<file path="src/hw/rtl/tor_pkg.sv">
// ----------------------------------------------------------------------------
// tor_pkg
// Shared types and constants for the timestamp ordered request queue.
// ----------------------------------------------------------------------------
package tor_pkg;

	// operation codes carried on func; code 3 is unused, changes nothing and returns a done result
	typedef enum logic [1:0] {
		FUNC_INSERT = 2'd0,
		FUNC_REMOVE = 2'd1,
		FUNC_QUERY  = 2'd2
	} func_t;

	// result status codes
	typedef enum logic [1:0] {
		STAT_DONE      = 2'd0,
		STAT_FULL      = 2'd1,
		STAT_NOT_FOUND = 2'd2
	} status_t;

	// width and reset value of the resource count register
	localparam int unsigned RES_W = 5;
	localparam logic [RES_W-1:0] RES_RESET = 5'd1;

	// one stored request
	typedef struct packed {
		logic [31:0] ts;
		logic [7:0]  src;
	} entry_t;

	// sequencer states
	typedef enum logic [2:0] {
		ST_IDLE,
		ST_INS_RD,
		ST_INS_CMP,
		ST_SCAN_RD,
		ST_SCAN_CMP,
		ST_SHIFT_RD,
		ST_SHIFT_WR,
		ST_RESP
	} state_t;

endpackage

</file>
<file path="src/hw/rtl/timestamp_ordered_request_queue.sv">
// ----------------------------------------------------------------------------
// timestamp_ordered_request_queue
// Request list sorted by timestamp then source id, with insert, remove by
// source and grant query against the leading resource_count entries.
//
//   channel   signals                              direction
//   request   in_valid/in_ready, func, timestamp,  in
//             source_id
//   result    out_valid/out_ready, status,         out
//             granted, entry_count
//   config    cfg_wr_en, cfg_wr_data               in
//
// One word at a time; every store step is a read then a compare or write.
// Insert moves entries back until the new one fits, remove scans for the
// source and pulls later entries forward, query scans only the grant window;
// the sequencer returns to idle before it takes the next word.
// Reset clears the entry count and resource_count returns to 1; the entry
// store itself is not cleared. A new word is taken while the last result
// still waits; a stalled result holds the sequencer in its final state.
// ----------------------------------------------------------------------------
module timestamp_ordered_request_queue
	import tor_pkg::*;
#(
	parameter int unsigned QUEUE_DEPTH = 16
) (
	input  logic                               clk,
	input  logic                               arst_n,
	input  logic                               in_valid,
	output logic                               in_ready,
	input  logic [1:0]                         func,
	input  logic [31:0]                        timestamp,
	input  logic [7:0]                         source_id,
	output logic                               out_valid,
	input  logic                               out_ready,
	output logic [1:0]                         status,
	output logic                               granted,
	output logic [$clog2(QUEUE_DEPTH + 1)-1:0] entry_count,
	input  logic                               cfg_wr_en,
	input  logic [RES_W-1:0]                   cfg_wr_data
);

	localparam int unsigned AW = $clog2(QUEUE_DEPTH);
	localparam int unsigned CW = $clog2(QUEUE_DEPTH + 1);

	logic [RES_W-1:0] resource_count_q;
	logic             mem_we;
	logic [AW-1:0]    mem_waddr;
	logic [AW-1:0]    mem_raddr;
	entry_t           mem_wdata;
	entry_t           mem_rdata;

	// resource count register
	always_ff @(posedge clk or negedge arst_n) begin
		if (!arst_n) begin
			resource_count_q <= RES_RESET;
		end else if (cfg_wr_en) begin
			resource_count_q <= cfg_wr_data;
		end
	end

	tor_mem #(
		.DEPTH (QUEUE_DEPTH),
		.AW    (AW)
	) u_mem (
		.clk   (clk),
		.we    (mem_we),
		.waddr (mem_waddr),
		.wdata (mem_wdata),
		.raddr (mem_raddr),
		.rdata (mem_rdata)
	);

	tor_ctrl #(
		.DEPTH (QUEUE_DEPTH),
		.AW    (AW),
		.CW    (CW)
	) u_ctrl (
		.clk            (clk),
		.arst_n         (arst_n),
		.in_valid       (in_valid),
		.in_ready       (in_ready),
		.func           (func),
		.timestamp      (timestamp),
		.source_id      (source_id),
		.out_valid      (out_valid),
		.out_ready      (out_ready),
		.status         (status),
		.granted        (granted),
		.entry_count    (entry_count),
		.resource_count (resource_count_q),
		.mem_we         (mem_we),
		.mem_waddr      (mem_waddr),
		.mem_wdata      (mem_wdata),
		.mem_raddr      (mem_raddr),
		.mem_rdata      (mem_rdata)
	);

endmodule

</file>
<file path="src/hw/rtl/tor_mem.sv">
// ----------------------------------------------------------------------------
// tor_mem
// Entry store: one write port, one read port, registered read data.
// ----------------------------------------------------------------------------
module tor_mem
	import tor_pkg::*;
#(
	parameter int unsigned DEPTH = 16,
	parameter int unsigned AW    = 4
) (
	input  logic          clk,
	input  logic          we,
	input  logic [AW-1:0] waddr,
	input  entry_t        wdata,
	input  logic [AW-1:0] raddr,
	output entry_t        rdata
);

	entry_t mem [DEPTH];

	// write port
	always_ff @(posedge clk) begin
		if (we) begin
			mem[waddr] <= wdata;
		end
	end

	// read port, registered read data
	always_ff @(posedge clk) begin
		rdata <= mem[raddr];
	end

endmodule

</file>
<file path="src/hw/rtl/tor_ctrl.sv">
// ----------------------------------------------------------------------------
// tor_ctrl
// Sequencer: walks the entry store to insert, remove or look up a request,
// and holds the result word until it is taken.
// ----------------------------------------------------------------------------
module tor_ctrl
	import tor_pkg::*;
#(
	parameter int unsigned DEPTH = 16,
	parameter int unsigned AW    = 4,
	parameter int unsigned CW    = 5
) (
	input  logic             clk,
	input  logic             arst_n,
	// request channel
	input  logic             in_valid,
	output logic             in_ready,
	input  logic [1:0]       func,
	input  logic [31:0]      timestamp,
	input  logic [7:0]       source_id,
	// result channel
	output logic             out_valid,
	input  logic             out_ready,
	output logic [1:0]       status,
	output logic             granted,
	output logic [CW-1:0]    entry_count,
	// resource count register
	input  logic [RES_W-1:0] resource_count,
	// entry store
	output logic             mem_we,
	output logic [AW-1:0]    mem_waddr,
	output entry_t           mem_wdata,
	output logic [AW-1:0]    mem_raddr,
	input  entry_t           mem_rdata
);

	// common width for window compare
	localparam int unsigned WW = (CW > RES_W) ? CW : RES_W;
	localparam logic [CW-1:0] FULL_CNT = CW'(DEPTH);

	state_t        state_q, state_d;
	logic [CW-1:0] count_q, count_d;
	logic          out_valid_q, out_valid_d;

	logic [CW-1:0] pos_q, pos_d;
	logic          is_remove_q, is_remove_d;
	entry_t        req_q, req_d;
	status_t       stat_q, stat_d;
	logic          grant_q, grant_d;

	logic [1:0]    status_q, status_od;
	logic          granted_q, granted_od;
	logic [CW-1:0] entry_count_q, entry_count_od;

	logic [WW-1:0] window;
	logic [CW-1:0] limit;
	logic          goes_after;

	// grant window is min(count, resource_count)
	always_comb begin
		if (WW'(count_q) < WW'(resource_count)) begin
			window = WW'(count_q);
		end else begin
			window = WW'(resource_count);
		end
	end

	// remove scans all entries, query only the window
	assign limit = is_remove_q ? count_q : CW'(window);

	// stored entry must stand after the new request
	always_comb begin
		if (mem_rdata.ts != req_q.ts) begin
			goes_after = mem_rdata.ts > req_q.ts;
		end else begin
			goes_after = mem_rdata.src > req_q.src;
		end
	end

	assign in_ready = (state_q == ST_IDLE);

	// next state and store accesses
	always_comb begin
		state_d        = state_q;
		count_d        = count_q;
		out_valid_d    = out_valid_q;
		pos_d          = pos_q;
		is_remove_d    = is_remove_q;
		req_d          = req_q;
		stat_d         = stat_q;
		grant_d        = grant_q;
		status_od      = status_q;
		granted_od     = granted_q;
		entry_count_od = entry_count_q;
		mem_we         = 1'b0;
		mem_waddr      = pos_q[AW-1:0];
		mem_wdata      = req_q;
		mem_raddr      = pos_q[AW-1:0];

		// result word taken
		if (out_valid_q && out_ready) begin
			out_valid_d = 1'b0;
		end

		case (state_q)
			ST_IDLE: begin
				if (in_valid) begin
					req_d.ts    = timestamp;
					req_d.src   = source_id;
					stat_d      = STAT_DONE;
					grant_d     = 1'b0;
					is_remove_d = 1'b0;
					pos_d       = '0;
					case (func_t'(func))
						FUNC_INSERT: begin
							if (count_q == FULL_CNT) begin
								stat_d  = STAT_FULL;
								state_d = ST_RESP;
							end else begin
								pos_d   = count_q;
								state_d = ST_INS_RD;
							end
						end
						FUNC_REMOVE: begin
							is_remove_d = 1'b1;
							state_d     = ST_SCAN_RD;
						end
						FUNC_QUERY: begin
							state_d = ST_SCAN_RD;
						end
						default: begin
							state_d = ST_RESP;
						end
					endcase
				end
			end
			// insert: fetch the entry in front of the hole
			ST_INS_RD: begin
				if (pos_q == '0) begin
					mem_we  = 1'b1;
					count_d = count_q + 1'b1;
					state_d = ST_RESP;
				end else begin
					mem_raddr = AW'(pos_q - 1'b1);
					state_d   = ST_INS_CMP;
				end
			end
			// insert: move the entry back or drop the new one in
			ST_INS_CMP: begin
				mem_we = 1'b1;
				if (goes_after) begin
					mem_wdata = mem_rdata;
					pos_d     = pos_q - 1'b1;
					state_d   = ST_INS_RD;
				end else begin
					count_d = count_q + 1'b1;
					state_d = ST_RESP;
				end
			end
			// search from the front for the source id
			ST_SCAN_RD: begin
				if (pos_q >= limit) begin
					if (is_remove_q) begin
						stat_d = STAT_NOT_FOUND;
					end
					state_d = ST_RESP;
				end else begin
					state_d = ST_SCAN_CMP;
				end
			end
			ST_SCAN_CMP: begin
				if (mem_rdata.src == req_q.src) begin
					if (is_remove_q) begin
						state_d = ST_SHIFT_RD;
					end else begin
						grant_d = 1'b1;
						state_d = ST_RESP;
					end
				end else begin
					pos_d   = pos_q + 1'b1;
					state_d = ST_SCAN_RD;
				end
			end
			// remove: pull later entries forward over the gap
			ST_SHIFT_RD: begin
				if ((pos_q + 1'b1) >= count_q) begin
					count_d = count_q - 1'b1;
					state_d = ST_RESP;
				end else begin
					mem_raddr = AW'(pos_q + 1'b1);
					state_d   = ST_SHIFT_WR;
				end
			end
			ST_SHIFT_WR: begin
				mem_we    = 1'b1;
				mem_wdata = mem_rdata;
				pos_d     = pos_q + 1'b1;
				state_d   = ST_SHIFT_RD;
			end
			// load the result word once the slot is free
			ST_RESP: begin
				if (!out_valid_q || out_ready) begin
					out_valid_d    = 1'b1;
					status_od      = stat_q;
					granted_od     = grant_q;
					entry_count_od = count_q;
					state_d        = ST_IDLE;
				end
			end
			default: begin
				state_d = ST_IDLE;
			end
		endcase
	end

	// control registers
	always_ff @(posedge clk or negedge arst_n) begin
		if (!arst_n) begin
			state_q     <= ST_IDLE;
			count_q     <= '0;
			out_valid_q <= 1'b0;
		end else begin
			state_q     <= state_d;
			count_q     <= count_d;
			out_valid_q <= out_valid_d;
		end
	end

	// working and result payload
	always_ff @(posedge clk) begin
		pos_q         <= pos_d;
		is_remove_q   <= is_remove_d;
		req_q         <= req_d;
		stat_q        <= stat_d;
		grant_q       <= grant_d;
		status_q      <= status_od;
		granted_q     <= granted_od;
		entry_count_q <= entry_count_od;
	end

	assign out_valid   = out_valid_q;
	assign status      = status_q;
	assign granted     = granted_q;
	assign entry_count = entry_count_q;

endmodule
</file>
<file path="config.mk">
export PLATFORM = sky130hd
export DESIGN_NAME = timestamp_ordered_request_queue
export DESIGN_NICKNAME = d
export VERILOG_FILES = /design/src/hw/rtl/tor_pkg.sv /design/src/hw/rtl/timestamp_ordered_request_queue.sv /design/src/hw/rtl/tor_mem.sv /design/src/hw/rtl/tor_ctrl.sv
export SDC_FILE = /design/constraint.sdc
export NUM_CORES = 1
export LEC_CHECK = 0
export BUFFER_PORTS_ARGS = -buffer_cell sky130_fd_sc_hd__buf_2
export CAP_MARGIN = 20
export CORE_MARGIN = 4
export CORE_UTILIZATION = 35
export CTS_CLUSTER_DIAMETER = 40
export DETAILED_ROUTE_END_ITERATION = 8
export SYNTH_ARGS = -nofsm -noshare
export SYNTH_HDL_FRONTEND = slang
export SYNTH_SLANG_ARGS = --single-unit
</file>
<file path="constraint.sdc">
create_clock -name clk -period 9.9 [get_ports clk]
set_input_delay 1.485 -clock clk [delete_from_list [all_inputs] [get_ports clk]]
set_output_delay 1.485 -clock clk [all_outputs]
set_load 0.05 [all_outputs]
</file>
==> results_dict.tcl <==
set metrics [dict create \
    run_status "complete, no violations" \
    combinational_power_share 0.426 \
    finalNetCount 2177 \
    cts-htree-levels 3 \
    leading_cell_type_in_the_layout_fill_and_taps_excluded "edfxtp_1" \
    drt_pass1_iterations 5 \
    postSynthRegisterBits 751 \
    totalNegativeSetupSlack_ns 0 \
    rows 109 \
    gp_routability_congestion 0.7933 \
    slew-limit-headroom 0.2474 \
    synth_enable_flop_cells 697 \
    clkPwrFrac 0.264 \
    vdd_ir_drop_max_v 0.0005711 \
    post-cts-setup-buffer-count 0 \
    critical_path.endpoint_type "flip-flop" \
    timing_worst_slew_pin_value_ns 1.129 \
    detail_route.vias_per_cell 5.170 \
    seq_power_share 0.310 \
    cts_inserted_buffers 105 \
    mappedNetlistArea_um2 31200 \
    globalRouteOverflowTotal 0 \
    cts_hold_repair_buffers 0 \
    routedWlPerCell_um 22.33 \
    insertion_delay_ns 0.65 \
    switching_power_uw 5352 \
    stdcell_count 3316 \
    ant_nets 0 \
    setup.reg_to_reg.worst_slack_ns 4.58 \
    cp_max_fo 134 \
    io_buffers 61 \
    synthesis.nets 2066 \
    grt_antenna_before_repair 1 \
    power_report.internal_total_uw 8818 \
    main_combinational_cell_family_by_area_after_synthesis "multiplexers" \
    hold_viol_final 0 \
    timing.final.crit_share 0.5377 \
    rsz0062_at_grt "no" \
    synth-xor-area-share 0.003849 \
    synth_area_per_cell_um2 16.02 \
    arrival_ns 5.83 \
    power.static_leakage_uw 0.01326 \
    post_synth_inst_count 1948 \
    data_required_time_of_the_worst_path_ns 10.41 \
    synth_simple_gate_area_frac 0.04579 \
    report.final.setup_viol 0 \
    antennaDiodeCount 0 \
    cts_root_buf "clkbuf_16" \
    die_y_um 306.6 \
    final_core_util 0.4129 \
    timing.critical_path.from_type "flip-flop" \
    sw_frac 0.3777 \
    post_cts_resize_count 0 \
    track_usage 0.1540 \
    grt_pass1_wl_um 109300 \
    pwr_density_cell_nw_per_um2 388.3 \
    initialDrtViolationCount 1423 \
    synth.area.mux_share 0.1456 \
    worstHoldPathType "reg -> reg" \
    ios 62 \
    grt_start_max_net_pins 135 \
    fillerInstances 7978 \
    seq_cell_area_um2 22080 \
    design_power_total_uw 14170 \
    remaining_drc_errors 0 \
    synth_sequential_area_ratio 0.7077 \
    clockBufferDepth 3 \
    dieWidth_um 306.6 \
    detailroute.via_count 17140 \
    timing.final.max_slew_violations 0 \
    synthesis_warnings 0 \
    tritoncts "built" \
    cts_num_sinks 751 \
    worst_slack_ns 4.577 \
    worst_setup_hold_path_clk_slew_ns 0.05 \
    layout_common_cells "edfxtp_1, mux2i_1, nor2_1" \
    synth_compound_gate_area_share 0.04491 \
    area_of_the_core_um2 88370 \
    via_count_of_the_first_global_routing_pass 17280 \
    footprint_of_the_multi_input_gates_um2 8496 \
    fmaxAchievable_mhz 187.9 \
    period_minus_slack_ns 5.323 \
    postSynth.asyncResetShare 0.01864 \
    synthesis_to_layout_area_growth_pct 16.94 \
    initial_utilization 0.3531 \
    die_area_um2 93990 \
    detailedPlace.worstSlack_ns 4.631 \
    critical_path_class "reg -> reg" \
    setup_skew_ns 0.03613 \
    synthAdderAreaFrac 0.02671 \
    synth_flop_cell "edfxtp_1" \
    hpwlAfterDp_um 36670 \
    wl_um 74040 \
    max-cap-violations 0 \
    dpl.cell_count 3116 \
    final_layout_size_suffix_gt1_frac 0.1641 \
    synth.distinct_cells 56 \
]
-- path summary, 6_finish.rpt --
kind,cells past startpoint,to,from
min,0,u_ctrl.granted$_DFFE_PP_,u_ctrl.grant_q$_DFFE_PP_
max,13,u_mem.rdata[38]$_DFF_P_,u_ctrl.pos_q[2]$_DFFE_PP_
min in group asynchronous,1,resource_count_q[4]$_DFFE_PN0P_,arst_n
max in group asynchronous,1,resource_count_q[0]$_DFFE_PN1P_,arst_n
max reg2reg,13,u_mem.rdata[38]$_DFF_P_,u_ctrl.pos_q[2]$_DFFE_PP_
min reg2reg,0,u_ctrl.granted$_DFFE_PP_,u_ctrl.grant_q$_DFFE_PP_
-- cell families (layout without fill, tap and decap cells) --
kind of cell,count (synthesis),in the layout
DFF,751,751
muxes,447,447
and+or+nand+nor,330,330
AOI/OAI and AO/OA,188,188
buffers and inverters,154,357
adders and majority gates,66,66
xor gates and xnor gates,12,12
-- through the flow --
step | hold WS [ns] | instance area (um^2)
2_1_floorplan | 0.4003 | 31200
3_3_place_gp | 0.4028 | 32820
3_5_place_dp | 0.4134 | 32860
4_1_cts | 0.4212 | 36480
5_1_grt | 0.4203 | 36490
6_report | 0.4175 | 36490
-- layer usage --
metal	track usage	vias to the layer above	wire length [um]
li1	-	7746	-
met1	0.2070	8727	32700
met2	0.2544	514	35070
met3	0.02755	157	4083
met4	0.05058	0	2185
met5	0	-	0
-- worst max-delay path, cell delays in order (launching register included) --
cell and delay, ns:
edfxtp_1 0.75, nand3_1 0.17, xnor2_1 0.30, ha_1 0.30, or2_2 0.29, a211o_1 0.30
o21a_1 0.21, mux2i_4 0.23, buf_12 0.70, buf_4 0.98, mux2i_1 0.27, mux2_2 0.17
o22ai_1 0.08, a211o_1 0.30
-- state kept, by name (all words and copies together), names as in the netlist, 2 cells and up --
| name | flops |
|---|---|
| u_mem.mem | 640 |
| u_ctrl.req_q | 40 |
| u_mem.rdata | 40 |
| resource_count_q | 5 |
| u_ctrl.count_q | 5 |
| u_ctrl.entry_count | 5 |
| u_ctrl.pos_q | 5 |
| u_ctrl.state_q | 3 |
| u_ctrl.stat_q | 2 |
| u_ctrl.status | 2 |
-- power groups by stage --
stage | combinational, uW | clock [uW] | sequential [uW]
6_report | 6040 | 3730 | 4400
5_1_grt | 6580 | 3950 | 4430
4_1_cts | 6090 | 3810 | 4400
3_5_place_dp | 6070 | 0 | 4460
3_3_place_gp | 5920 | 0 | 4450
2_1_floorplan | 4660 | 0 | 4380
-- cells in the mapped netlist, drive strengths merged (2+ instances only) --
| cell type | number | area, um^2 |
|---|---|---|
| or2 | 2 | 12.51 |
| nor2 | 226 | 848.3 |
| a21oi | 25 | 125.1 |
| nand2b | 12 | 75.07 |
| or3 | 2 | 12.51 |
| buf | 53 | 416.7 |
| o21a | 4 | 30.03 |
| clkbuf | 38 | 142.6 |
| nand3 | 13 | 65.06 |
| o21ai | 24 | 120.1 |
| a21o | 15 | 112.6 |
| dfxtp | 40 | 800.8 |
| and2 | 2 | 12.51 |
| ha | 65 | 813.3 |
| nand4 | 9 | 56.30 |
| nor3 | 14 | 70.07 |
| o32ai | 78 | 683.2 |
| nand2 | 28 | 105.1 |
| nor4 | 3 | 18.77 |
| mux2 | 44 | 495.5 |
| o311ai | 2 | 17.52 |
| o211ai | 7 | 52.55 |
| nand3b | 2 | 27.53 |
| a31oi | 5 | 31.28 |
| inv | 63 | 236.5 |
| dfrtp | 13 | 325.3 |
| edfxtp | 697 | 20930 |
| o21bai | 3 | 22.52 |
| a211o | 3 | 26.28 |
| o31ai | 3 | 22.52 |
| a31o | 2 | 17.52 |
| a311o | 3 | 30.03 |
| nor2b | 12 | 75.07 |
| a22oi | 2 | 15.01 |
| and3 | 3 | 18.77 |
| mux2i | 403 | 4046 |
| xor2 | 4 | 35.03 |
| o22ai | 2 | 12.51 |
| xnor2 | 8 | 85.08 |
| a311oi | 2 | 17.52 |
| a211oi | 4 | 30.03 |
-- cell type report --
class / instances / share of cell area
tap: 1165 / 0.03995
clock inverter: 78 / 0.02260
inverter: 63 / 0.006481
timing repair buffer: 95 / 0.01618
multi-input combinational: 1043 / 0.2328
clock buffer: 121 / 0.07678
sequential: 751 / 0.6052
Power figures use the tool's default switching activity.
